**src/rtl/qst_pkg.sv**
```systemverilog
// Shared types and constants for the query string tokenizer.
// No dependencies.
`timescale 1ns / 1ps

package qst_pkg;

   localparam logic [7:0] CH_PERCENT = 8'h25;
   localparam logic [7:0] CH_EQUAL   = 8'h3D;
   localparam logic [7:0] CH_AMP     = 8'h26;

   typedef struct packed {
      logic [7:0] in_byte;
      logic       in_last;
   } req_payload_type;

   typedef struct packed {
      logic [7:0] out_byte;
      logic       has_byte;
      logic       is_value;
      logic       token_end;
   } rsp_payload_type;

   typedef enum logic [1:0] {
      OP_PASS     = 2'd0,
      OP_MARK     = 2'd1,
      OP_ESC_HI   = 2'd2,
      OP_ESC_FULL = 2'd3
   } op_type;

   typedef enum logic [2:0] {
      ESC_IDLE = 3'b001,
      ESC_PCT  = 3'b010,
      ESC_HIGH = 3'b100
   } esc_state_type;

   typedef struct packed {
      op_type     op;
      logic [7:0] raw;
      logic [3:0] nibble;
      logic       is_value;
      logic       token_end;
   } cmd_type;

   function automatic logic [3:0] hex_val(input logic [7:0] c);
      logic [3:0] v;
      v = 4'd0;
      if (c >= 8'h30 && c <= 8'h39) begin
         v = c[3:0];
      end else if ((c >= 8'h61 && c <= 8'h66) || (c >= 8'h41 && c <= 8'h46)) begin
         v = c[3:0] + 4'd9;
      end
      return v;
   endfunction

endpackage

```
**src/rtl/query_string_tokenizer.sv**
```systemverilog
// Query string tokenizer: splits a URL query string into name and value tokens,
// decoding percent escapes in values. Depends on qst_pkg, qst_front, qst_queue, qst_back.
//
// Usage:
//   Input is a queue-style channel: present a byte and its last flag on req_data and
//   raise req_push; the transfer happens on a clock edge with req_push high and
//   req_full low. One byte per cycle is taken indefinitely while results drain.
//   Results come out of a queue-style channel: while rsp_empty is low the oldest
//   result sits on rsp_data; a transfer happens on an edge with rsp_pop high.
//   A byte yields zero or one result. The command is written into the queue at the
//   transfer edge and moves from the queue head into the result register whenever
//   that register is empty or being popped.
//   Throughput is one byte per cycle while req_full is low.
//   When the receiver stalls, commands collect in a QUEUE_DEPTH-entry queue plus the
//   result register; req_full rises once the queue is full.
//   Synchronous reset returns to reading a name with no escape pending and empties
//   the queue and result register. The state also returns there after a last byte.
`timescale 1ns / 1ps

module query_string_tokenizer import qst_pkg::*; #(
   parameter int QUEUE_DEPTH = 4
) (
   input  logic            clock,
   input  logic            reset,
   input  logic            req_push,
   output logic            req_full,
   input  req_payload_type req_data,
   output logic            rsp_empty,
   input  logic            rsp_pop,
   output rsp_payload_type rsp_data
);

   logic    accept;
   logic    cmd_valid;
   cmd_type cmd;
   logic    q_nonempty;
   logic    q_take;
   cmd_type q_head;

   assign accept = req_push && !req_full;

   qst_front u_front (
      .clock     (clock),
      .reset     (reset),
      .accept    (accept),
      .req       (req_data),
      .cmd_valid (cmd_valid),
      .cmd       (cmd)
   );

   qst_queue #(
      .DEPTH (QUEUE_DEPTH)
   ) u_queue (
      .clock    (clock),
      .reset    (reset),
      .wr_en    (cmd_valid),
      .wr_data  (cmd),
      .full     (req_full),
      .rd_en    (q_take),
      .nonempty (q_nonempty),
      .rd_data  (q_head)
   );

   qst_back u_back (
      .clock     (clock),
      .reset     (reset),
      .cmd_avail (q_nonempty),
      .cmd       (q_head),
      .cmd_take  (q_take),
      .rsp_empty (rsp_empty),
      .rsp_pop   (rsp_pop),
      .rsp_data  (rsp_data)
   );

endmodule

```
**src/rtl/qst_front.sv**
```systemverilog
// Front end: accepts bytes, tracks name/value and escape state, emits commands.
// Depends on qst_pkg.
`timescale 1ns / 1ps

module qst_front import qst_pkg::*; (
   input  logic            clock,
   input  logic            reset,
   input  logic            accept,
   input  req_payload_type req,
   output logic            cmd_valid,
   output cmd_type         cmd
);

   logic          value_ff, value_in;
   esc_state_type esc_ff, esc_in;
   logic [3:0]    nib_ff, nib_in;

   always_comb begin
      value_in  = value_ff;
      esc_in    = esc_ff;
      nib_in    = nib_ff;
      cmd_valid = 1'b0;
      cmd.op        = OP_PASS;
      cmd.raw       = req.in_byte;
      cmd.nibble    = nib_ff;
      cmd.is_value  = value_ff;
      cmd.token_end = req.in_last;
      if (accept) begin
         if (!value_ff) begin
            cmd_valid = 1'b1;
            if (req.in_byte == CH_EQUAL) begin
               cmd.op        = OP_MARK;
               cmd.token_end = 1'b1;
               value_in      = 1'b1;
               esc_in        = ESC_IDLE;
               nib_in        = 4'd0;
            end
         end else begin
            unique case (esc_ff)
               ESC_IDLE: begin
                  if (req.in_byte == CH_AMP) begin
                     cmd_valid     = 1'b1;
                     cmd.op        = OP_MARK;
                     cmd.token_end = 1'b1;
                     value_in      = 1'b0;
                  end else if (req.in_byte == CH_PERCENT) begin
                     esc_in     = ESC_PCT;
                     nib_in     = 4'd0;
                     cmd_valid  = req.in_last;
                     cmd.op     = OP_ESC_HI;
                     cmd.nibble = 4'd0;
                  end else begin
                     cmd_valid = 1'b1;
                  end
               end
               ESC_PCT, ESC_HIGH: begin
                  priority if (req.in_byte == CH_AMP) begin
                     cmd_valid     = 1'b1;
                     cmd.op        = OP_ESC_HI;
                     cmd.token_end = 1'b1;
                     value_in      = 1'b0;
                     esc_in        = ESC_IDLE;
                     nib_in        = 4'd0;
                  end else if (esc_ff == ESC_PCT) begin
                     nib_in     = hex_val(req.in_byte);
                     esc_in     = ESC_HIGH;
                     cmd_valid  = req.in_last;
                     cmd.op     = OP_ESC_HI;
                     cmd.nibble = hex_val(req.in_byte);
                  end else begin
                     cmd_valid = 1'b1;
                     cmd.op    = OP_ESC_FULL;
                     esc_in    = ESC_IDLE;
                     nib_in    = 4'd0;
                  end
               end
               default: begin
                  esc_in = ESC_IDLE;
               end
            endcase
         end
         if (req.in_last) begin
            value_in = 1'b0;
            esc_in   = ESC_IDLE;
            nib_in   = 4'd0;
         end
      end
   end

   always_ff @(posedge clock) begin
      if (reset) begin
         value_ff <= 1'b0;
         esc_ff   <= ESC_IDLE;
         nib_ff   <= 4'd0;
      end else begin
         value_ff <= value_in;
         esc_ff   <= esc_in;
         nib_ff   <= nib_in;
      end
   end

endmodule

```
**src/rtl/qst_queue.sv**
```systemverilog
// Short command queue between front and back ends.
// Depends on qst_pkg.
`timescale 1ns / 1ps

module qst_queue import qst_pkg::*; #(
   parameter int DEPTH = 4
) (
   input  logic    clock,
   input  logic    reset,
   input  logic    wr_en,
   input  cmd_type wr_data,
   output logic    full,
   input  logic    rd_en,
   output logic    nonempty,
   output cmd_type rd_data
);

   localparam int PtrWidth = (DEPTH > 1) ? $clog2(DEPTH) : 1;
   localparam int CntWidth = $clog2(DEPTH + 1);
   localparam logic [PtrWidth-1:0] LastPtr = PtrWidth'(DEPTH - 1);
   localparam logic [CntWidth-1:0] DepthCnt = CntWidth'(DEPTH);

   cmd_type               entry_ff [DEPTH];
   logic [PtrWidth-1:0]   wr_ptr_ff, wr_ptr_in;
   logic [PtrWidth-1:0]   rd_ptr_ff, rd_ptr_in;
   logic [CntWidth-1:0]   count_ff, count_in;

   assign full     = (count_ff == DepthCnt);
   assign nonempty = (count_ff != '0);
   assign rd_data  = entry_ff[rd_ptr_ff];

   always_comb begin
      wr_ptr_in = wr_ptr_ff;
      rd_ptr_in = rd_ptr_ff;
      count_in  = count_ff;
      if (wr_en) begin
         wr_ptr_in = (wr_ptr_ff == LastPtr) ? '0 : wr_ptr_ff + 1'b1;
      end
      if (rd_en) begin
         rd_ptr_in = (rd_ptr_ff == LastPtr) ? '0 : rd_ptr_ff + 1'b1;
      end
      if (wr_en && !rd_en) begin
         count_in = count_ff + 1'b1;
      end else if (!wr_en && rd_en) begin
         count_in = count_ff - 1'b1;
      end
   end

   always_ff @(posedge clock) begin
      if (wr_en) begin
         entry_ff[wr_ptr_ff] <= wr_data;
      end
   end

   always_ff @(posedge clock) begin
      if (reset) begin
         wr_ptr_ff <= '0;
         rd_ptr_ff <= '0;
         count_ff  <= '0;
      end else begin
         wr_ptr_ff <= wr_ptr_in;
         rd_ptr_ff <= rd_ptr_in;
         count_ff  <= count_in;
      end
   end

endmodule

```
**src/rtl/qst_back.sv**
```systemverilog
// Back end: forms the decoded byte from a command and holds the result register.
// Depends on qst_pkg.
`timescale 1ns / 1ps

module qst_back import qst_pkg::*; (
   input  logic            clock,
   input  logic            reset,
   input  logic            cmd_avail,
   input  cmd_type         cmd,
   output logic            cmd_take,
   output logic            rsp_empty,
   input  logic            rsp_pop,
   output rsp_payload_type rsp_data
);

   logic            valid_ff, valid_in;
   rsp_payload_type data_ff, data_in;

   assign cmd_take = cmd_avail && (!valid_ff || rsp_pop);

   always_comb begin
      data_in.is_value  = cmd.is_value;
      data_in.token_end = cmd.token_end;
      unique case (cmd.op)
         OP_PASS: begin
            data_in.out_byte = cmd.raw;
            data_in.has_byte = 1'b1;
         end
         OP_MARK: begin
            data_in.out_byte = 8'd0;
            data_in.has_byte = 1'b0;
         end
         OP_ESC_HI: begin
            data_in.out_byte = {cmd.nibble, 4'd0};
            data_in.has_byte = 1'b1;
         end
         OP_ESC_FULL: begin
            data_in.out_byte = {cmd.nibble, hex_val(cmd.raw)};
            data_in.has_byte = 1'b1;
         end
         default: begin
            data_in.out_byte = 8'd0;
            data_in.has_byte = 1'b0;
         end
      endcase
      valid_in = cmd_take || (valid_ff && !rsp_pop);
   end

   always_ff @(posedge clock) begin
      if (reset) begin
         valid_ff <= 1'b0;
      end else begin
         valid_ff <= valid_in;
      end
   end

   always_ff @(posedge clock) begin
      if (cmd_take) begin
         data_ff <= data_in;
      end
   end

   assign rsp_empty = !valid_ff;
   assign rsp_data  = data_ff;

endmodule

```
**config.mk**
```make
export PLATFORM = sky130hd
export DESIGN_NAME = query_string_tokenizer
export DESIGN_NICKNAME = d
export VERILOG_FILES = /design/src/rtl/qst_pkg.sv /design/src/rtl/query_string_tokenizer.sv /design/src/rtl/qst_front.sv /design/src/rtl/qst_queue.sv /design/src/rtl/qst_back.sv
export SDC_FILE = /design/constraint.sdc
export NUM_CORES = 1
export LEC_CHECK = 0
export ABC_AREA = 1
export ABC_CLOCK_PERIOD_IN_PS = 4290
export BUFFER_PORTS_ARGS = -buffer_cell sky130_fd_sc_hd__buf_2
export CORE_MARGIN = 2
export CORE_UTILIZATION = 65
export DETAILED_ROUTE_END_ITERATION = 10
export PLACE_DENSITY_LB_ADDON = 0.12
export SYNTH_ARGS = -nofsm -noshare
export SYNTH_HDL_FRONTEND = slang
export SYNTH_SLANG_ARGS = --single-unit
```
**constraint.sdc**
```tcl
create_clock -name clock -period 4.29 [get_ports clock]
set_clock_uncertainty 0.1 [all_clocks]
set_input_delay 0.6435 -clock clock [delete_from_list [all_inputs] [get_ports clock]]
set_output_delay 0.6435 -clock clock [all_outputs]
set_load 0.01 [all_outputs]
```
==> metrics.log, run 1 <==
[metrics] number of nets in the final layout: 548
[metrics] largest area contributor in the synthesized netlist: sky130_fd_sc_hd__edfxtp_1
[metrics] Final ANT Viol Nets: 0
[metrics] final hold vios: 0
[metrics] synthesis warning total: 0
[metrics] portion of the clock cycle consumed by the worst path in the final layout: 60.6%
[metrics] startpoint kind of the worst setup timing path: primary input
[metrics] headroom to the max-slew limit: 66.8%
[metrics] outcome: finished, final reports clean
[metrics] # Post-CTS Setup Buffers: 0
[metrics] average size of a mapped cell: 9.58 µm²
[metrics] number of cells in the finished layout apart from fillers: 621
[metrics] kind of capture point of the worst setup path: flop
[metrics] overall routing resource usage: 25.9%
[metrics] minimum clock period after layout: around 2.6 ns
[metrics] arrival time of the worst setup path: between 2 and 3 ns
[metrics] # DRC: 0
[metrics] synthesized netlist net count: around 520
[metrics] max-slew violations: 0
[metrics] type of the worst setup path: in -> reg
[metrics] synthesized cell area: 4680 µm²
[metrics] pin slew with the least headroom to its limit: 0.497 ns
[metrics] number of library cell types mapped by synthesis: 34
[metrics] unrepaired setup endpoints after global routing: no
[metrics] fraction of post-synthesis cell area in the top cell type by area: 48.2%
[metrics] number of filler instances in the final layout: 500
[metrics] initial core utilization: 68.1%
[metrics] most frequently used flop master after synthesis: sky130_fd_sc_hd__edfxtp_1
[metrics] number of clock sinks: 93
[metrics] count of flip-flops with a built-in enable after synthesis: 75
[metrics] fraction of final layout cells with drive strength greater than 1: 19.0%
[metrics] final hold slack: around 0.39 ns
[metrics] hold_buf cts: 0
[metrics] register-to-register setup slack: 1.81 ns
[metrics] final count of negative-setup-slack endpoints: 0
[metrics] path category of the worst min-delay check: reg -> reg
[metrics] width of the die: 88.8 µm
[metrics] count of input and output buffers: 25
[metrics] critical path required time: 4.44 ns
[metrics] clock tree from TritonCTS: built
[metrics] largest net degree at the start of global routing: 34
[metrics] Clock Root Buffer: sky130_fd_sc_hd__clkbuf_8
[metrics] estimated wirelength of the detail-placed design: 6500 µm
[metrics] Post-Route Setup TNS: 0 ns
[metrics] Fmax: 0.385 GHz
[metrics] static leakage: between 0.002 and 0.0025 µW
[metrics] ANT cells: 0
[metrics] via count of the first global-routing pass: 3224
[metrics] clock tree buffer depth: 2
[metrics] max cap viols: 0
[metrics] signed area change from the synthesized netlist to the final layout: 8.75%
[metrics] routed len/inst: 15.2 µm
[metrics] placer congestion estimate: ~0.84
[metrics] grt ovf: 0
[metrics] final routed wirelength across all metal layers: 9430 µm
[metrics] synthesized flop and latch total: 93
[metrics] Site Rows: 30
[metrics] cts repair resizes: 0
[metrics] sequential-to-total area share from yosys stat: 55.9%
[metrics] Clock H-tree levels: 3
[metrics] Inserted Clock Buffers: 9
[metrics] number of detailed-route iterations in the first pass: 5
[metrics] most frequent cell after synthesis: sky130_fd_sc_hd__nand2_1
[metrics] power per cell area: about 610 nW/µm²
[metrics] vertical die dimension: between 80 and 90 µm
[metrics] worst ir drop on vdd: 0.000447 V
[metrics] CTS clock-pin slew for the worst setup and hold paths: ~0.1 ns
[metrics] start point of the worst hold path: u_queue.count_ff[2]$_SDFFE_PP0P_
[metrics] synth top area cells: sky130_fd_sc_hd__edfxtp_1 (48%), sky130_fd_sc_hd__nand2_1 (11%), sky130_fd_sc_hd__dfxtp_1 (7.7%)
[metrics] initial antenna violation count: 0
[metrics] count of mapped cells out of synthesis: 488
[metrics] io pins: 26
[metrics] number of vias per cell after detailed routing: 5.62
[metrics] share of flip-flops with an asynchronous set or reset after synthesis: 0%
[metrics] critical path peak fanout: 8
[metrics] placed instance count: 605
[metrics] Synth top cells by count: sky130_fd_sc_hd__nand2_1 (131), sky130_fd_sc_hd__edfxtp_1 (75), sky130_fd_sc_hd__nand3_1 (56)
[metrics] total via count after detailed routing: 3493
[metrics] launching element of the worst setup path: req_data[2]
[metrics] first-pass GRT wire length: 15400 µm
[metrics] Skew-Pair Late Insertion Delay: approximately 0.37 ns
[metrics] area of the die: about 7900 µm²
[metrics] core area: 6870 µm²
[metrics] DRC marker count from the first detailed-route iteration: approximately 290
-- layout by cell type, fill, tap and decap left out, types with 2 or more instances in the layout --
cell type                    synthesis  layout
sky130_fd_sc_hd__clkbuf_8            0       9
sky130_fd_sc_hd__nor2_2              5       5
sky130_fd_sc_hd__inv_8               1       3
sky130_fd_sc_hd__o21ai_0            15      15
sky130_fd_sc_hd__a21oi_1            23      23
sky130_fd_sc_hd__dfxtp_1            18      18
sky130_fd_sc_hd__edfxtp_1           75      75
sky130_fd_sc_hd__ha_1               14      14
sky130_fd_sc_hd__nand4_1             5       5
sky130_fd_sc_hd__inv_1              38      38
sky130_fd_sc_hd__o22ai_1             6       6
sky130_fd_sc_hd__inv_2              13      13
sky130_fd_sc_hd__clkinvlp_4          0       2
sky130_fd_sc_hd__buf_4               1       6
sky130_fd_sc_hd__nand3_2             6       6
sky130_fd_sc_hd__nor2_4              5       5
sky130_fd_sc_hd__o21ai_1             3       3
sky130_fd_sc_hd__nand3_1            56      56
sky130_fd_sc_hd__buf_2               5      25
sky130_fd_sc_hd__a32o_1              5       5
sky130_fd_sc_hd__nand2_1           131     131
sky130_fd_sc_hd__nand2_2            16      16
sky130_fd_sc_hd__nor2_1             29      29
sky130_fd_sc_hd__nand2_4             3       3
sky130_fd_sc_hd__xor2_1              2       2
-- critical path, stage by stage --
cell                      delay, ns
sky130_fd_sc_hd__buf_2         0.15
sky130_fd_sc_hd__inv_1         0.11
sky130_fd_sc_hd__ha_1          0.22
sky130_fd_sc_hd__inv_1         0.05
sky130_fd_sc_hd__nor2_1        0.17
sky130_fd_sc_hd__nand3_1       0.09
sky130_fd_sc_hd__nand2_1       0.06
sky130_fd_sc_hd__nand2_1       0.06
sky130_fd_sc_hd__nand2_2       0.06
sky130_fd_sc_hd__nand2_2       0.06
sky130_fd_sc_hd__nand2_4       0.11
sky130_fd_sc_hd__inv_2         0.05
sky130_fd_sc_hd__ha_1          0.18
sky130_fd_sc_hd__inv_1         0.11
sky130_fd_sc_hd__fa_1          0.42
sky130_fd_sc_hd__o21ai_0       0.15
sky130_fd_sc_hd__a21oi_1       0.06
-- cell type report --
class / count / area, µm² / share of cell area [%]
flip-flops and latches: 93 / 2610 / 51.4
multi-input cells: 333 / 1780 / 34.9
inverters: 52 / 203 / 3.99
repair buffers: 31 / 170 / 3.35
clock buffers: 9 / 124 / 2.44
well taps: 96 / 120 / 2.36
clock inverters: 7 / 81.3 / 1.60
-- layer usage --
layer  vias up  global-route usage [%]  routed length (µm)
li1       1717                       -                   -
met1      1638                    34.1                4090
met2       121                    44.4                4710
met3        17                    4.10                 480
met4         0                    7.85                 150
met5         -                       0                   0
-- power breakdown --
part / leakage [µW] / internal [µW] / switching (µW) / total (µW)
Combinational: 0.00120 / 396 / 822 / 1220
Sequential: 0.000840 / 1180 / 85.1 / 1260
Clock: 0.0000997 / 278 / 331 / 609
Total: 0.00214 / 1850 / 1240 / 3090
-- state kept, by name, summed over array words and instances (netlist names), named ones only --
register / cells
u_back.valid_ff: 1
u_queue.wr_ptr_ff: 2
u_front.value_ff: 1
u_queue.count_ff: 3
u_queue.rd_ptr_ff: 2
u_front.nib_ff: 4
u_front.esc_ff: 3
u_queue.entry_ff: 64
u_back.rsp_data: 11
-- metrics by stage --
step                      area, µm²  total power, µW  util [%]  worst slack (ns)
after floorplan                4680             2230         -              1.67
after global placement         4880             2450      71.1              1.43
after detailed placement       4880             2500      71.1              1.33
after CTS                      5090             3090      74.0              1.70
after global routing           5090             3300      74.0              1.45
final                          5090             3090      74.0              1.69
-- path summary, 6_finish.rpt --
| kind | to | cells after the start |
|---|---|---|
| min | u_queue.count_ff[2]$_SDFFE_PP0P_ | 2 |
| min reg2reg | u_queue.count_ff[2]$_SDFFE_PP0P_ | 2 |
| max reg2reg | u_back.rsp_data[6]$_DFFE_PP_ | 12 |
| max | u_queue.count_ff[1]$_SDFFE_PP0P_ | 17 |
-- kinds of logic after synthesis --
logic type                 after synthesis  synth area share, %
AOI/OAI and AO/OA                       57                 7.22
xor gates and xnor gates                 2                0.375
adders and majority gates               15                 4.17
buffers and inverters                   62                 6.18
DFF                                     93                 55.9
and+or+nand+nor                        259                 26.2
No activity file was read; power rests on OpenSTA's default activity.
==> run 2: changes to the inputs <==
--- a/config.mk
+++ b/config.mk
@@ -6,10 +6,10 @@
 export NUM_CORES = 1
 export LEC_CHECK = 0
 export ABC_AREA = 1
-export ABC_CLOCK_PERIOD_IN_PS = 4290
+export ABC_CLOCK_PERIOD_IN_PS = 2630
 export BUFFER_PORTS_ARGS = -buffer_cell sky130_fd_sc_hd__buf_2
 export CORE_MARGIN = 2
-export CORE_UTILIZATION = 65
+export CORE_UTILIZATION = 61
 export DETAILED_ROUTE_END_ITERATION = 10
 export PLACE_DENSITY_LB_ADDON = 0.12
 export SYNTH_ARGS = -nofsm -noshare
==> constraint.sdc (replaced) <==
create_clock -name clock -period 2.63 [get_ports clock]
set_clock_uncertainty 0.1 [all_clocks]
set_input_delay 0.3945 -clock clock [delete_from_list [all_inputs] [get_ports clock]]
set_output_delay 0.3945 -clock clock [all_outputs]
set_load 0.01 [all_outputs]
==> metrics.log, run 2 (synthesized netlist as in run 1, its figures left out) <==
[metrics] RR Startpoint: u_front.esc_ff[1]$_SDFFE_PP0P_
[metrics] placer congestion estimate: 0.895
[metrics] cell-by-cell trace of the critical path: inv_2 > nor3_4 > nor2_4 > nand2_4 > nand2_2 > nand2_2 > nand2_4 > inv_2 > ha_1 > inv_1 > fa_1 > nor2_1 > nor2_1 > nand2_1 > o21ai_0 > a21oi_1
[metrics] # Post-CTS Setup Buffers: 0
[metrics] final count of negative-setup-slack endpoints: 0
[metrics] total design power: 5080 µW
[metrics] final hold vios: 0
[metrics] largest net degree at the start of global routing: 24
[metrics] most common cell after layout, fill and taps aside: sky130_fd_sc_hd__nand2_1
[metrics] initial core utilization: 63.8%
[metrics] fraction of final layout cells with drive strength greater than 1: 20.4%
[metrics] register-to-register setup slack: 0.25 ns
[metrics] total via count after detailed routing: 3435
[metrics] critical path required time: 2.84 ns
[metrics] headroom to the max-slew limit: 70.1%
[metrics] first-pass GRT wire length: 15300 µm
[metrics] largest incremental delay on the critical path: just under 0.4 ns
[metrics] pin slew with the least headroom to its limit: 0.448 ns
[metrics] max cap viols: 0
[metrics] overall routing resource usage: between 20% and 30%
[metrics] CTS clock-pin slew for the worst setup and hold paths: 0.10 ns
[metrics] top library cells by usage in the layout, fill and taps aside: sky130_fd_sc_hd__nand2_1 (131), sky130_fd_sc_hd__edfxtp_1 (75), sky130_fd_sc_hd__nand3_1 (56), sky130_fd_sc_hd__inv_1 (38), sky130_fd_sc_hd__nor2_1 (29)
[metrics] area of the die: 8380 µm²
[metrics] estimated wirelength of the detail-placed design: 6540 µm
[metrics] arrival time of the worst setup path: around 2.6 ns
[metrics] kind of capture point of the worst setup path: flop
[metrics] minimum clock period after layout: around 2.4 ns
[metrics] number of nets in the final layout: 557
[metrics] width of the die: just over 90 µm
[metrics] Post-Route Setup TNS: 0 ns
[metrics] clock tree buffer depth: 2
[metrics] path category of the worst min-delay check: in -> reg
[metrics] Fmax: 0.421 GHz
[metrics] slowest cell on the critical path: sky130_fd_sc_hd__fa_1
[metrics] ANT cells: 0
[metrics] DRC marker count from the first detailed-route iteration: 224
[metrics] portion of the clock cycle consumed by the worst path in the final layout: 90.4%
[metrics] number of detailed-route iterations in the first pass: 4
[metrics] count of input and output buffers: 25
[metrics] cts repair resizes: 0
[metrics] critical path peak fanout: 7
[metrics] hold_buf cts: 0
[metrics] launching element of the worst setup path: u_front.esc_ff[1]$_SDFFE_PP0P_
[metrics] Clock Root Buffer: sky130_fd_sc_hd__clkbuf_8
[metrics] core area: 7330 µm²
[metrics] worst ir drop on vdd: 0.000548 V
[metrics] Clock H-tree levels: 3
[metrics] number of vias per cell after detailed routing: 5.43
[metrics] final routed wirelength across all metal layers: 9200 µm
[metrics] grt ovf: 0
[metrics] startpoint kind of the worst setup timing path: flop
[metrics] Final ANT Viol Nets: 0
[metrics] unrepaired setup endpoints after global routing: no
[metrics] via count of the first global-routing pass: 3225
[metrics] Inserted Clock Buffers: 9
[metrics] outcome: finished, final reports clean
[metrics] power per cell area: 976 nW/µm²
[metrics] number of flip-flops under the largest register name: 64
[metrics] largest reg by FF count: u_queue.entry_ff
[metrics] start point of the worst hold path: reset
[metrics] initial antenna violation count: 0
[metrics] static leakage: around 0.0022 µW
[metrics] number of clock sinks: 93
[metrics] type of the worst setup path: reg -> reg
[metrics] Skew-Pair Late Insertion Delay: 0.37 ns
[metrics] max-slew violations: 0
[metrics] routed len/inst: roughly 15 µm
[metrics] signed area change from the synthesized netlist to the final layout: 11.2%
[metrics] Site Rows: 31
[metrics] # DRC: 0
[metrics] vertical die dimension: about 90 µm
[metrics] clock tree from TritonCTS: built
[metrics] io pins: 26
[run 2: cell count changes in the layout (fill, tap and decap cells not counted), moves of 2 or more]
cell and delta:
sky130_fd_sc_hd__buf_4 +5, sky130_fd_sc_hd__buf_12 +4, sky130_fd_sc_hd__clkinv_4 +2, sky130_fd_sc_hd__clkinvlp_4 -2
[run 2: layout make-up]
type / count / area (µm²)
Timing Repair Buffer: 40 / 288
Multi-Input combinational cell: 333 / 1780
Inverter: 52 / 203
Fill cell: 533 / 2130
Tap cell: 99 / 124
Clock buffer: 9 / 124
Clock inverter: 7 / 76.3
Sequential cell: 93 / 2610
[run 2: worst paths after layout]
check | endpoint | depth (start not counted)
worst min register to register | u_queue.count_ff[2]$_SDFFE_PP0P_ | 2
worst max-delay path | u_queue.count_ff[2]$_SDFFE_PP0P_ | 16
worst max register to register | u_queue.count_ff[2]$_SDFFE_PP0P_ | 16
worst min-delay path | u_front.nib_ff[1]$_SDFFE_PP0P_ | 2
[run 2: layer usage]
metal  global-route usage (%)  wire length (µm)  vias to the layer above
li1                         -                 -                     1731
met1                     30.0              4030                     1609
met2                     40.3              4640                       84
met3                     3.15               383                       11
met4                     9.85               144                        0
met5                        0                 0                        -
[run 2: power by group]
group / internal, µW / switching (µW)
registers: 1920 / 121
logic: 717 / 1380
clock network: 378 / 562
total: 3020 / 2060
[run 2: stage by stage]
| step | instance area, µm² | setup slack (ns) | cells | util, % | hold slack [ns] |
|---|---|---|---|---|---|
| final | 5200 | 0.253 | 633 | 71.0 | 0.167 |
| after floorplan | 4680 | 0.260 | 488 | - | 0.353 |
| after global placement | 5000 | 0.107 | 617 | 68.2 | 0.377 |
| after detailed placement | 5000 | -0.00554 | 617 | 68.2 | 0.385 |
| after CTS | 5200 | 0.253 | 633 | 71.0 | 0.163 |
| after global routing | 5200 | 0.0695 | 633 | 71.0 | 0.185 |
[run 2: critical path, delay by kind of cell, from the launching register on]
| kind | cells | cell delay, ns |
|---|---|---|
| flip-flops | 1 | 0.37 |
| adder cells (fa/ha/maj) | 2 | 0.53 |
| AO/OA/AOI/OAI | 2 | 0.20 |
| buffers and inverters | 3 | 0.19 |
| AND/OR/NAND/NOR | 9 | 0.92 |
